==> src/hw/rtl/ebd_pkg.sv <==
// Shared constants, types and codes for the escaped back-reference decompressor.
package ebd_pkg;

   localparam int HISTORY_DEPTH_DEF = 256;
   localparam int OUT_LANES         = 4;
   localparam int LANE_W            = $clog2(OUT_LANES);
   localparam int COUNT_W           = 3;
   localparam int RSP_DATA_W        = ((OUT_LANES * 8 + COUNT_W + 7) / 8) * 8;
   localparam int RSP_PAD_W         = RSP_DATA_W - OUT_LANES * 8 - COUNT_W;
   localparam int HEADER_BYTES      = 12;
   localparam int KEY_POSITION      = 8;

   typedef enum logic [1:0] {
      ST_IDLE,
      ST_COPY,
      ST_FLUSH
   } ebd_state_type;

   typedef enum logic [1:0] {
      PH_PLAIN,
      PH_KEY,
      PH_OFFSET
   } ebd_phase_type;

   typedef enum logic [1:0] {
      END_RUNNING,
      END_BODY,
      END_SIZE,
      END_OVERRUN
   } ebd_end_type;

endpackage

==> src/hw/rtl/ebd_history.sv <==
// History window RAM: one write and one registered read per cycle, write-through on a hit.
module ebd_history #(
   parameter int  HISTORY_DEPTH = ebd_pkg::HISTORY_DEPTH_DEF,
   localparam int ADDR_W        = $clog2(HISTORY_DEPTH)
) (
   input  logic              clock,
   input  logic              wr_en,
   input  logic [ADDR_W-1:0] wr_addr,
   input  logic [7:0]        wr_data,
   input  logic [ADDR_W-1:0] rd_addr,
   output logic [7:0]        rd_data
);

   logic [7:0] hist_mem [HISTORY_DEPTH];
   logic [7:0] rd_raw_ff;
   logic       fwd_hit_ff;
   logic [7:0] fwd_data_ff;

   always_ff @(posedge clock) begin
      if (wr_en) begin
         hist_mem[wr_addr] <= wr_data;
      end
      rd_raw_ff   <= hist_mem[rd_addr];
      // read of the entry written in the same cycle sees the new byte
      fwd_hit_ff  <= wr_en && (wr_addr == rd_addr);
      fwd_data_ff <= wr_data;
   end

   assign rd_data = fwd_hit_ff ? fwd_data_ff : rd_raw_ff;

endmodule

==> src/hw/rtl/escaped_backref_decompressor.sv <==
// Top level: header parse, token decode, history copy engine and result packing.
//
//  channel | dir | tdata                          | tuser            | tlast
//  req     | in  | in_byte                        | start_of_stream  | -
//  rsp     | out | out_byte0..3, out_count, pad   | end_status       | last_of_run
//
// Header, literal and key bytes are accepted while idle with a free output slot. A copy of length n
// holds the input from its length byte on: the history read is primed, one byte a cycle goes
// through the history RAM, the final beat is posted. Output backpressure stalls the copy engine.
// Synchronous reset; the history RAM is not cleared, emitted_ff acts as a fill
// count so that reads before the first written byte return zero.
module escaped_backref_decompressor #(
   parameter int HISTORY_DEPTH = ebd_pkg::HISTORY_DEPTH_DEF
) (
   input  logic                          clock,
   input  logic                          reset,
   input  logic                          req_tvalid,
   output logic                          req_tready,
   input  logic [7:0]                    req_tdata,   // [7:0] in_byte
   input  logic                          req_tuser,   // start_of_stream
   output logic                          rsp_tvalid,
   input  logic                          rsp_tready,
   output logic [ebd_pkg::RSP_DATA_W-1:0] rsp_tdata,  // out_byte0..3, out_count, zero pad
   output logic                          rsp_tlast,   // last_of_run
   output logic [1:0]                    rsp_tuser    // end_status
);
   import ebd_pkg::*;

   localparam int ADDR_W = $clog2(HISTORY_DEPTH);
   localparam logic [ADDR_W:0]   DEPTH_V  = (ADDR_W + 1)'(HISTORY_DEPTH);
   localparam logic [ADDR_W-1:0] LAST_PTR = ADDR_W'(HISTORY_DEPTH - 1);
   localparam logic [COUNT_W-1:0] FILL_FULL = COUNT_W'(OUT_LANES);

   ebd_state_type state_ff, state_in;
   logic [3:0]    hp_ff, hp_in;
   logic [31:0]   limit_ff, limit_in;
   logic [31:0]   body_ff, body_in;
   logic [7:0]    key_ff, key_in;
   ebd_phase_type phase_ff, phase_in;
   logic [7:0]    off_ff, off_in;
   logic [31:0]   emitted_ff, emitted_in;
   logic [ADDR_W-1:0] wp_ff, wp_in;
   logic          finished_ff, finished_in;
   logic [7:0]    len_ff, len_in;
   logic          body_end_ff, body_end_in;
   logic          primed_ff, primed_in;
   logic [OUT_LANES-1:0][7:0] lanes_ff, lanes_in;
   logic [COUNT_W-1:0] fill_ff, fill_in;

   logic                      rsp_valid_ff, rsp_valid_in;
   logic [OUT_LANES-1:0][7:0] rsp_bytes_ff, rsp_bytes_in;
   logic [COUNT_W-1:0]        rsp_count_ff, rsp_count_in;
   logic                      rsp_last_ff, rsp_last_in;
   ebd_end_type               rsp_status_ff, rsp_status_in;

   logic              slot_free, acc;
   logic [7:0]        b;
   logic              copy_start, copy_emit, copy_last;
   logic              push;
   logic [OUT_LANES-1:0][7:0] push_bytes;
   logic [COUNT_W-1:0] push_count;
   logic              push_last;
   ebd_end_type       push_status;
   logic              we;
   logic [ADDR_W-1:0] wr_addr;
   logic [7:0]        wdata;
   logic [ADDR_W-1:0] rd_addr;
   logic [7:0]        rd_data;
   logic [ADDR_W:0]   wp_w, off_w;
   logic [ADDR_W-1:0] wp_inc;

   assign slot_free  = !rsp_valid_ff || rsp_tready;
   assign req_tready = (state_ff == ST_IDLE) && slot_free;
   assign acc        = req_tvalid && req_tready;
   assign b          = req_tdata;
   assign wp_inc     = (wp_ff == LAST_PTR) ? '0 : wp_ff + 1'b1;

   // next state
   always_comb begin
      state_in = state_ff;
      case (state_ff)
         ST_IDLE: begin
            if (acc && copy_start) state_in = ST_COPY;
         end
         ST_COPY: begin
            if (copy_emit && copy_last) state_in = ST_FLUSH;
         end
         ST_FLUSH: begin
            if (slot_free) state_in = ST_IDLE;
         end
         default: state_in = ST_IDLE;
      endcase
   end

   // datapath and result push
   always_comb begin
      logic        emit1;
      logic        tok_done;
      logic        ending;
      ebd_end_type status;
      logic [7:0]  emit_val;
      logic [7:0]  copy_val;
      logic [31:0] body_dec;
      logic [31:0] body_calc;

      hp_in       = hp_ff;
      limit_in    = limit_ff;
      body_in     = body_ff;
      key_in      = key_ff;
      phase_in    = phase_ff;
      off_in      = off_ff;
      emitted_in  = emitted_ff;
      wp_in       = wp_ff;
      finished_in = finished_ff;
      len_in      = len_ff;
      body_end_in = body_end_ff;
      lanes_in    = lanes_ff;
      fill_in     = fill_ff;

      copy_start  = 1'b0;
      copy_emit   = 1'b0;
      copy_last   = 1'b0;
      push        = 1'b0;
      push_bytes  = '0;
      push_count  = '0;
      push_last   = 1'b0;
      push_status = END_RUNNING;
      we          = 1'b0;
      wr_addr     = wp_ff;
      wdata       = '0;

      emit1     = 1'b0;
      tok_done  = 1'b0;
      ending    = 1'b0;
      status    = END_RUNNING;
      emit_val  = b;
      copy_val  = '0;
      body_dec  = body_ff - 32'd1;
      body_calc = (body_ff > 32'(HEADER_BYTES)) ? body_ff - 32'(HEADER_BYTES) : '0;

      case (state_ff)
         ST_IDLE: begin
            if (acc) begin
               if (req_tuser) begin
                  hp_in       = 4'd1;
                  limit_in    = {24'd0, b};
                  body_in     = '0;
                  key_in      = '0;
                  phase_in    = PH_PLAIN;
                  off_in      = '0;
                  emitted_in  = '0;
                  wp_in       = '0;
                  finished_in = 1'b0;
               end else if (finished_ff) begin
                  finished_in = 1'b1;
               end else if (hp_ff < 4'(HEADER_BYTES)) begin
                  hp_in = hp_ff + 4'd1;
                  for (int k = 0; k < 4; k++) begin
                     if (hp_ff == 4'(k))     limit_in[8*k +: 8] = b;
                     if (hp_ff == 4'(k + 4)) body_in[8*k +: 8]  = b;
                  end
                  if (hp_ff == 4'(KEY_POSITION)) key_in = b;
                  if (hp_ff == 4'(HEADER_BYTES - 1)) begin
                     body_in = body_calc;
                     if (body_calc == '0) begin
                        ending = 1'b1;
                        status = END_BODY;
                     end else if (limit_ff == '0) begin
                        ending = 1'b1;
                        status = END_SIZE;
                     end
                  end
               end else begin
                  body_in = body_dec;
                  case (phase_ff)
                     PH_KEY: begin
                        if (b == key_ff) begin
                           emit1    = 1'b1;
                           emit_val = key_ff;
                           tok_done = 1'b1;
                           phase_in = PH_PLAIN;
                        end else begin
                           off_in   = (b > key_ff) ? b - 8'd1 : b;
                           phase_in = PH_OFFSET;
                        end
                     end
                     PH_OFFSET: begin
                        phase_in = PH_PLAIN;
                        if (({1'b0, emitted_ff} + {25'd0, b}) > {1'b0, limit_ff}) begin
                           ending = 1'b1;
                           status = END_OVERRUN;
                        end else if (b != 8'd0) begin
                           copy_start  = 1'b1;
                           len_in      = b;
                           body_end_in = (body_dec == '0);
                           lanes_in    = '0;
                           fill_in     = '0;
                        end else begin
                           tok_done = 1'b1;
                        end
                     end
                     default: begin
                        if (b != key_ff) begin
                           emit1    = 1'b1;
                           tok_done = 1'b1;
                           phase_in = PH_PLAIN;
                        end else begin
                           phase_in = PH_KEY;
                        end
                     end
                  endcase

                  if (emit1) begin
                     we         = 1'b1;
                     wdata      = emit_val;
                     wp_in      = wp_inc;
                     emitted_in = emitted_ff + 32'd1;
                  end
                  // the size check of a copy waits for the flush
                  if (!ending && !copy_start) begin
                     if (body_dec == '0) begin
                        ending = 1'b1;
                        status = END_BODY;
                     end else if (tok_done && (emitted_in >= limit_ff)) begin
                        ending = 1'b1;
                        status = END_SIZE;
                     end
                  end
               end

               if (!copy_start && (emit1 || ending)) begin
                  push          = 1'b1;
                  push_bytes[0] = emit1 ? emit_val : 8'd0;
                  push_count    = emit1 ? COUNT_W'(1) : '0;
                  push_last     = 1'b1;
                  push_status   = status;
               end
               if (ending) finished_in = 1'b1;
            end
         end

         ST_COPY: begin
            copy_val  = ((off_ff == 8'd0) || ({24'd0, off_ff} > emitted_ff)) ? 8'd0 : rd_data;
            copy_emit = primed_ff && ((fill_ff != FILL_FULL) || slot_free);
            copy_last = (len_ff == 8'd1);
            if (copy_emit) begin
               we         = 1'b1;
               wdata      = copy_val;
               wp_in      = wp_inc;
               emitted_in = emitted_ff + 32'd1;
               len_in     = len_ff - 8'd1;
               if (fill_ff == FILL_FULL) begin
                  // full group goes out only once a further byte proves it is not the last
                  push        = 1'b1;
                  push_bytes  = lanes_ff;
                  push_count  = FILL_FULL;
                  lanes_in    = '0;
                  lanes_in[0] = copy_val;
                  fill_in     = COUNT_W'(1);
               end else begin
                  lanes_in[fill_ff[LANE_W-1:0]] = copy_val;
                  fill_in = fill_ff + 1'b1;
               end
            end
         end

         ST_FLUSH: begin
            if (body_end_ff)                  status = END_BODY;
            else if (emitted_ff >= limit_ff)  status = END_SIZE;
            if (slot_free) begin
               push        = 1'b1;
               push_bytes  = lanes_ff;
               push_count  = fill_ff;
               push_last   = 1'b1;
               push_status = status;
               fill_in     = '0;
               finished_in = (status != END_RUNNING);
            end
         end

         default: ;
      endcase
   end

   // read address for the byte after the one emitted this cycle
   assign wp_w  = {1'b0, wp_in};
   assign off_w = {{(ADDR_W - 7){1'b0}}, off_ff};
   always_comb begin
      logic [ADDR_W:0] addr_w;
      addr_w  = (wp_w >= off_w) ? wp_w - off_w : wp_w + DEPTH_V - off_w;
      rd_addr = addr_w[ADDR_W-1:0];
   end

   assign primed_in = (state_ff == ST_COPY) && (state_in == ST_COPY);

   // output register
   always_comb begin
      rsp_valid_in  = rsp_valid_ff;
      rsp_bytes_in  = rsp_bytes_ff;
      rsp_count_in  = rsp_count_ff;
      rsp_last_in   = rsp_last_ff;
      rsp_status_in = rsp_status_ff;
      if (push) begin
         rsp_valid_in  = 1'b1;
         rsp_bytes_in  = push_bytes;
         rsp_count_in  = push_count;
         rsp_last_in   = push_last;
         rsp_status_in = push_status;
      end else if (rsp_tready) begin
         rsp_valid_in  = 1'b0;
      end
   end

   always_ff @(posedge clock) begin
      if (reset) begin
         state_ff     <= ST_IDLE;
         hp_ff        <= '0;
         limit_ff     <= '0;
         body_ff      <= '0;
         key_ff       <= '0;
         phase_ff     <= PH_PLAIN;
         off_ff       <= '0;
         emitted_ff   <= '0;
         wp_ff        <= '0;
         finished_ff  <= 1'b0;
         fill_ff      <= '0;
         primed_ff    <= 1'b0;
         rsp_valid_ff <= 1'b0;
      end else begin
         state_ff     <= state_in;
         hp_ff        <= hp_in;
         limit_ff     <= limit_in;
         body_ff      <= body_in;
         key_ff       <= key_in;
         phase_ff     <= phase_in;
         off_ff       <= off_in;
         emitted_ff   <= emitted_in;
         wp_ff        <= wp_in;
         finished_ff  <= finished_in;
         fill_ff      <= fill_in;
         primed_ff    <= primed_in;
         rsp_valid_ff <= rsp_valid_in;
      end
   end

   always_ff @(posedge clock) begin
      len_ff        <= len_in;
      body_end_ff   <= body_end_in;
      lanes_ff      <= lanes_in;
      rsp_bytes_ff  <= rsp_bytes_in;
      rsp_count_ff  <= rsp_count_in;
      rsp_last_ff   <= rsp_last_in;
      rsp_status_ff <= rsp_status_in;
   end

   ebd_history #(
      .HISTORY_DEPTH (HISTORY_DEPTH)
   ) u_history (
      .clock   (clock),
      .wr_en   (we),
      .wr_addr (wr_addr),
      .wr_data (wdata),
      .rd_addr (rd_addr),
      .rd_data (rd_data)
   );

   assign rsp_tvalid = rsp_valid_ff;
   assign rsp_tdata  = {{RSP_PAD_W{1'b0}}, rsp_count_ff, rsp_bytes_ff};
   assign rsp_tlast  = rsp_last_ff;
   assign rsp_tuser  = rsp_status_ff;

endmodule
==> config.mk <==
export PLATFORM = sky130hd
export DESIGN_NAME = escaped_backref_decompressor
export DESIGN_NICKNAME = d
export VERILOG_FILES = /design/src/hw/rtl/ebd_pkg.sv /design/src/hw/rtl/ebd_history.sv /design/src/hw/rtl/escaped_backref_decompressor.sv
export SDC_FILE = /design/constraint.sdc
export NUM_CORES = 2
export LEC_CHECK = 0
export ABC_AREA = 1
export BUFFER_PORTS_ARGS = -buffer_cell sky130_fd_sc_hd__buf_2
export CORE_AREA = 3 3 474 476
export DETAILED_ROUTE_END_ITERATION = 16
export DIE_AREA = 0 0 477 479
export HOLD_SLACK_MARGIN = 0.02
export PLACE_DENSITY_LB_ADDON = 0.25
export SETUP_SLACK_MARGIN = 0.1
export SLEW_MARGIN = 20
export SYNTH_ARGS = -nofsm -noshare
export SYNTH_HDL_FRONTEND = slang
export SYNTH_SLANG_ARGS = --single-unit
==> constraint.sdc <==
create_clock -name clock -period 30.6 [get_ports clock]
set_clock_uncertainty 0.05 [all_clocks]
set_input_delay 1.53 -clock clock [delete_from_list [all_inputs] [get_ports clock]]
set_output_delay 1.53 -clock clock [all_outputs]
set_load 0.005 [all_outputs]
Word level (Yosys, flattened, before mapping)
Memory sizes are Yosys's and may differ from the RTL's. A register that Yosys moved wholly into a read port is not among the register bits.
Index checks and enable logic that the tools add are counted.
Widths: inputs -> output; s select.

storage, ports and cells
  register bits = 222
  memory bits (writable) = 2048
  output and inout bits = 45
  memories kept = 1

cells by class
  order comparisons = 10
  muxes and demuxes = 220
  $add $sub $neg = 12
  bitwise operators = 4
  equal/unequal tests = 39
  reduce and logical (&&, ||, !) cells = 55

memories
  memory              words  width  read ports  clocked after Yosys merged registers in  write ports  RTL line           RTL
  u_history.hist_mem  256    8      1           1                                        1            ebd_history.sv:14  logic [7:0] hist_mem [HISTORY_DEPTH];

operators by type and width
  kind                   count
  $mux 32                31
  $mux 8                 51
  $pmux 32 s2            2
  $logic_not 32->1       3
  $mux 1                 78
  $ge 32x32->1           2
  $mux 2                 24
  $pmux 24 s2            1
  $pmux 8 s2             3
  $mux 3                 13
  $add 32x8->33          1
  $gt 33x32->1           1
  $add 32x1->32 const B  1
  $bwmux 32              1
  $gt 32x4->1 const B    1
  $gt 8x32->1            1
  $sub 32x1->32 const B  1
  $sub 32x4->32 const B  1
  $reduce_and 5->1       6
  $pmux 8 s3             1
  $reduce_and 4->1       6
  $reduce_bool 2->1      11
  $ne 2x2->1 const B     10
  $pmux 3 s3             2
  other kinds (44)       88

Logic depth before layout (Yosys ltp)
  word-level depth = 30
  mapped depth = 36
  mapped depth without buffers = 36

Hierarchy
A second synthesis with hierarchy kept.

unflattened totals
  cell total of the unflattened synthesis = 9460
  area, all modules = 100483.9 um^2

modules (own cells, without submodules)
  module                        cells an instance  area each (um^2)  instances
  ebd_history                   7032               83645.2           1
  escaped_backref_decompressor  2428               16838.6           1

Worst setup path after synthesis
OpenSTA, ideal clock, no wires.

  kind = input port to flip-flop
  start = in rsp_tready
  end = mem u_history.hist_mem[0][1] (data pin)
  data required time = 28350 ps
  library setup time = 2200 ps
  path buffers = 0
  arrival time = 12073 ps
  cell stages on the path = 6
  path slack = 16277 ps
  cells stage by stage = nor2_1 > inv_1 > o21ai_1 > nor2_1 > clkinv_2 > o21ai_0

on the way
  longest elaborated chain between the ends = 5
  elaborated cells on any way between the ends = 8
  classes of those cells = 3 x mux; 5 x reduce/logical

ends and longest elaborated chain
  item                                                          RTL line                                                                  RTL
  start: declaration                                            escaped_backref_decompressor.sv:22                                        input logic rsp_tready,
  $logic_or 1x1->1 *                                            escaped_backref_decompressor.sv:72                                        assign slot_free = !rsp_valid_ff || rsp_tready;
  $logic_or 1x1->1 / $logic_and 1x1->1 (equally long branches)  escaped_backref_decompressor.sv:244, escaped_backref_decompressor.sv:73
  $logic_and 1x1->1, on equally long branches                   escaped_backref_decompressor.sv:244, escaped_backref_decompressor.sv:74
  $mux 8, on equally long branches                              escaped_backref_decompressor.sv:246, escaped_backref_decompressor.sv:143
  $pmux 8 s2 *                                                  escaped_backref_decompressor.sv:141                                       case (state_ff)
  net u_history.wr_data[1]                                      ebd_history.sv:9                                                          input logic [7:0] wr_data,
  end: declaration                                              ebd_history.sv:14

Mark *: on every way through the listed nets, which the timed path passes. The rest lies on a longest branch.

Final worst setup path
  start = in req_tdata[0]
  end = reg u_history.rd_raw_ff[5], read port of u_history.hist_mem

on the way
  longest elaborated chain between the ends = 17
  elaborated cells on any way between the ends = 21
  classes of those cells = 3 x add/sub; 1 x order compare; 2 x eq/ne; 15 x mux

ends and longest elaborated chain
  item                                             RTL line                                                                  RTL
  start: declaration                               escaped_backref_decompressor.sv:19                                        input logic [7:0] req_tdata,
  $ne 8x8->1 / $eq 8x8->1 (equally long branches)  escaped_backref_decompressor.sv:203, escaped_backref_decompressor.sv:177
  $mux 1, on equally long branches                 escaped_backref_decompressor.sv:203, escaped_backref_decompressor.sv:177
  $pmux 1 s2 *                                     escaped_backref_decompressor.sv:175                                       case (phase_ff)
  $mux 1 *                                         escaped_backref_decompressor.sv:156                                       end else if (hp_ff < 4'(HEADER_BYTES)) begin
  $mux 1 *                                         escaped_backref_decompressor.sv:154                                       end else if (finished_ff) begin
  $mux 1 *                                         escaped_backref_decompressor.sv:144                                       if (req_tuser) begin
  $mux 1 *                                         escaped_backref_decompressor.sv:143                                       if (acc) begin
  $mux 1 *                                         escaped_backref_decompressor.sv:141
  $mux 8 *                                         escaped_backref_decompressor.sv:213                                       if (emit1) begin
  $mux 8 *                                         escaped_backref_decompressor.sv:156
  $mux 8 *                                         escaped_backref_decompressor.sv:154
  $mux 8 *                                         escaped_backref_decompressor.sv:144
  $mux 8 *                                         escaped_backref_decompressor.sv:143
  $pmux 8 s2 *                                     escaped_backref_decompressor.sv:141
  $add 8x1->8                                      escaped_backref_decompressor.sv:290                                       addr_w = (wp_w >= off_w) ? wp_w - off_w : wp_w + DEPTH_V - off_w;
  $sub 8x8->8                                      escaped_backref_decompressor.sv:290
  $mux 8 *                                         escaped_backref_decompressor.sv:290
  end: declaration                                 ebd_history.sv:15                                                         logic [7:0] rd_raw_ff;

Mark *: on every way between the ends. The rest lies on a longest branch, timed or not. The select of a mux whose other input is x is not followed.
A chain may end at the register's enable or synchronous reset.

==> metrics.txt <==
status complete, no violations; Worst Path Max Fanout approximately 120; Reg clk slew, reported paths 0.06 ns; Distinct cells, synth 65; final instance area 109500 um2; area leader, netlist edfxtp_1; Post-CTS Setup Inserts 0; count leader, synth edfxtp_1; total CTS buffers roughly 230; post-synthesis area per instance 11.25 um2; register bit total from synthesis 2278; PostCTS Resize Cnt 0; Worst Path Required 31.30 ns; Avg WL per Cell 24.07 um; Antenna Violating Nets Remaining 0; vias in the first global route 65266; DR pass1 iterations 7; # IOs 58; CP endpoint kind flop; # DRC 0; MaxCap Viol Count 0; initial core utilization 44.80%; clk buf depth 3; CP startpoint req_tdata[0]; Detail Placement HPWL 168200 um; I/O Buffers 52; Placed Cells 11388; CTS tree done; period utilization 28.75%; Post-DP Area ~100000 um2; Pleak 41.17 nW; grt ovf 0; Final Hold Violating Endpoints 0; # fillers 19451; area grow syn2layout 10.34%; post-synthesis cell area 99210 um2; fin crit period 8.798 ns; Placer Congestion 0.9384; Chip Height 479 um; Synth area leaders edfxtp_1 64%, nor2_1 7.7%, o32ai_1 4.5%, nand2_1 4.2%, o21ai_0 3.8%; initial antenna violation count 14; Critical Path Max Stage Delay 1.22 ns; vias post-DR ~70000; cell mode on critical path nand2_1; fmax 113.7 MHz; setup TNS 0 ns; setup slack, reg-to-reg 22.22 ns; Vias per Instance 5.893; number of synthesized flops with an enable pin between 2000 and 2500; die area 228500 um2; Iteration-0 DRC Markers 8972; H-tree depth 4; Post-Place Setup Slack between 20 and 25 ns; reg-to-reg startpoint fill_ff[0]; first-pass GRT wire length 423600 um; Hold-fix buffers, CTS 0; final setup margin 21.80 ns; fin cells 11824; unrepaired setup endpoints after global routing false; largest net degree at the start of global routing 232; Root Driver clkbuf_16; layout cells sized above 1 6.989%; Nets 8815; Total GRT Usage 24.13%; Final Slew Violations 0; area share of the largest cell type after synthesis 64.38%; Clk Latency, worst-skew pair 0.87 ns; worst endpoint data arrival time 9.50 ns; Slew @ Worst Pin between 1 and 1.5 ns; CTS sink cnt 2278; r2r worst-path depth 25; crit path capture u_history.rd_raw_ff[5]; Setup Crit Path Kind in2reg; final setup fails 0; PD cells 57.30 nW/um2; Synth top cells by count 2127 x edfxtp_1, 2032 x nor2_1, 1108 x nand2_1; Cell Rows roughly 170; Synth async-reset ratio 0%; Post-Syn Instances around 9000; Reg2Reg Capture Point u_history.rd_raw_ff[5]; Worst setup SP type primary input; Slowest-stage cell, CP fa_4; Hold Crit Class reg2reg; core footprint 221400 um2; Seq/Total Area, Yosys between 60% and 70%; ys flop type edfxtp_1; Slew HR 19.94%; power consumption 6.272 mW; synth warn 0; worst-case vdd ir drop 0.04807 mV; WL final between 200000 and 300000 um; Die Wd 477 um
## critical path: cells and delay by family
kind                     cells  cell delay (ns)
adder cells (fa/ha/maj)      3             1.70
buffers and inverters        9             3.26
AND/OR/NAND/NOR             14             1.80
AO/OA/AOI/OAI                4             0.98
## cell usage in the layout (no fill, tap or decap), drive strengths merged, types with 15 or more instances in the layout
cell type  count
o211ai        15
clkbuf       296
nand3        347
dfxtp        151
ha           154
o21ai        754
buf          156
nand4         46
nor2        2063
o32ai        512
a21oi        214
edfxtp      2127
inv          320
a32oi         33
nor3          29
xor2          77
a31oi        124
a211oi        29
a221oi        19
clkinv       111
or2           33
nand2       1123
## per-stage QoR
stage / hold slack, ns / util [%]
finish: 0.4398 / 49.44
global route: 0.4714 / 49.43
CTS: 0.4358 / 49.40
detailed placement: 0.4288 / 46.13
global placement: 0.4210 / 46.12
floorplan: 0.3944 / -
## report_power, final
part | internal, mW | switching [mW]
registers | 3.36 | 0.0120
logic | 0.0549 | 0.120
clock network | 1.53 | 1.19
total | 4.95 | 1.32
## registers in the layout, summed over array words and instances, names as in the netlist, 2 cells and up
name / flops
body_ff: 32
emitted_ff: 32
fill_ff: 3
hp_ff: 4
key_ff: 8
lanes_ff: 32
len_ff: 8
limit_ff: 32
off_ff: 8
phase_ff: 2
rsp_count_ff: 3
rsp_tdata: 32
rsp_tuser: 2
state_ff: 2
u_history.fwd_data_ff: 8
u_history.hist_mem: 2048
u_history.rd_raw_ff: 8
wp_ff: 8
## metal layers
layer,global-route usage [%],part of all wire (%)
met1,34.81,43
met2,36.60,45
met3,4.590,8.9
met4,8.508,3.7
met5,0,0
## worst min-delay path by stage
stage                      from          end  slack [ns]  cells after the start
finish              phase_ff[0]  phase_ff[0]        0.44                      2
global route        phase_ff[0]  phase_ff[0]        0.47                      2
CTS                 phase_ff[0]  phase_ff[0]        0.44                      2
detailed placement  phase_ff[0]  phase_ff[0]        0.43                      2
global placement    phase_ff[1]  phase_ff[1]        0.42                      2
floorplan             key_ff[4]    key_ff[4]        0.39                      2
## layout make-up
type	instances	area (um2)	area share, %
Sequential cell	2278	66890	61.11
Multi-Input combinational cell	5663	29160	26.64
Clock buffer	296	6150	5.617
Tap cell	2975	3722	3.400
Timing Repair Buffer	156	1225	1.119
Inverter	318	1215	1.110
Clock inverter	132	1092	0.9978
Antenna cell	6	15.01	0.01372
## logic make-up after synthesis
logic type,share of synthesized area (%)
AOI/OAI and AO/OA,11.39
xor gates and xnor gates,0.7958
adders and majority gates,1.982
buffers and inverters,3.452
DFF,67.43
other,0.003780
and+or+nand+nor,14.95
Power figures use the tool's default switching activity.
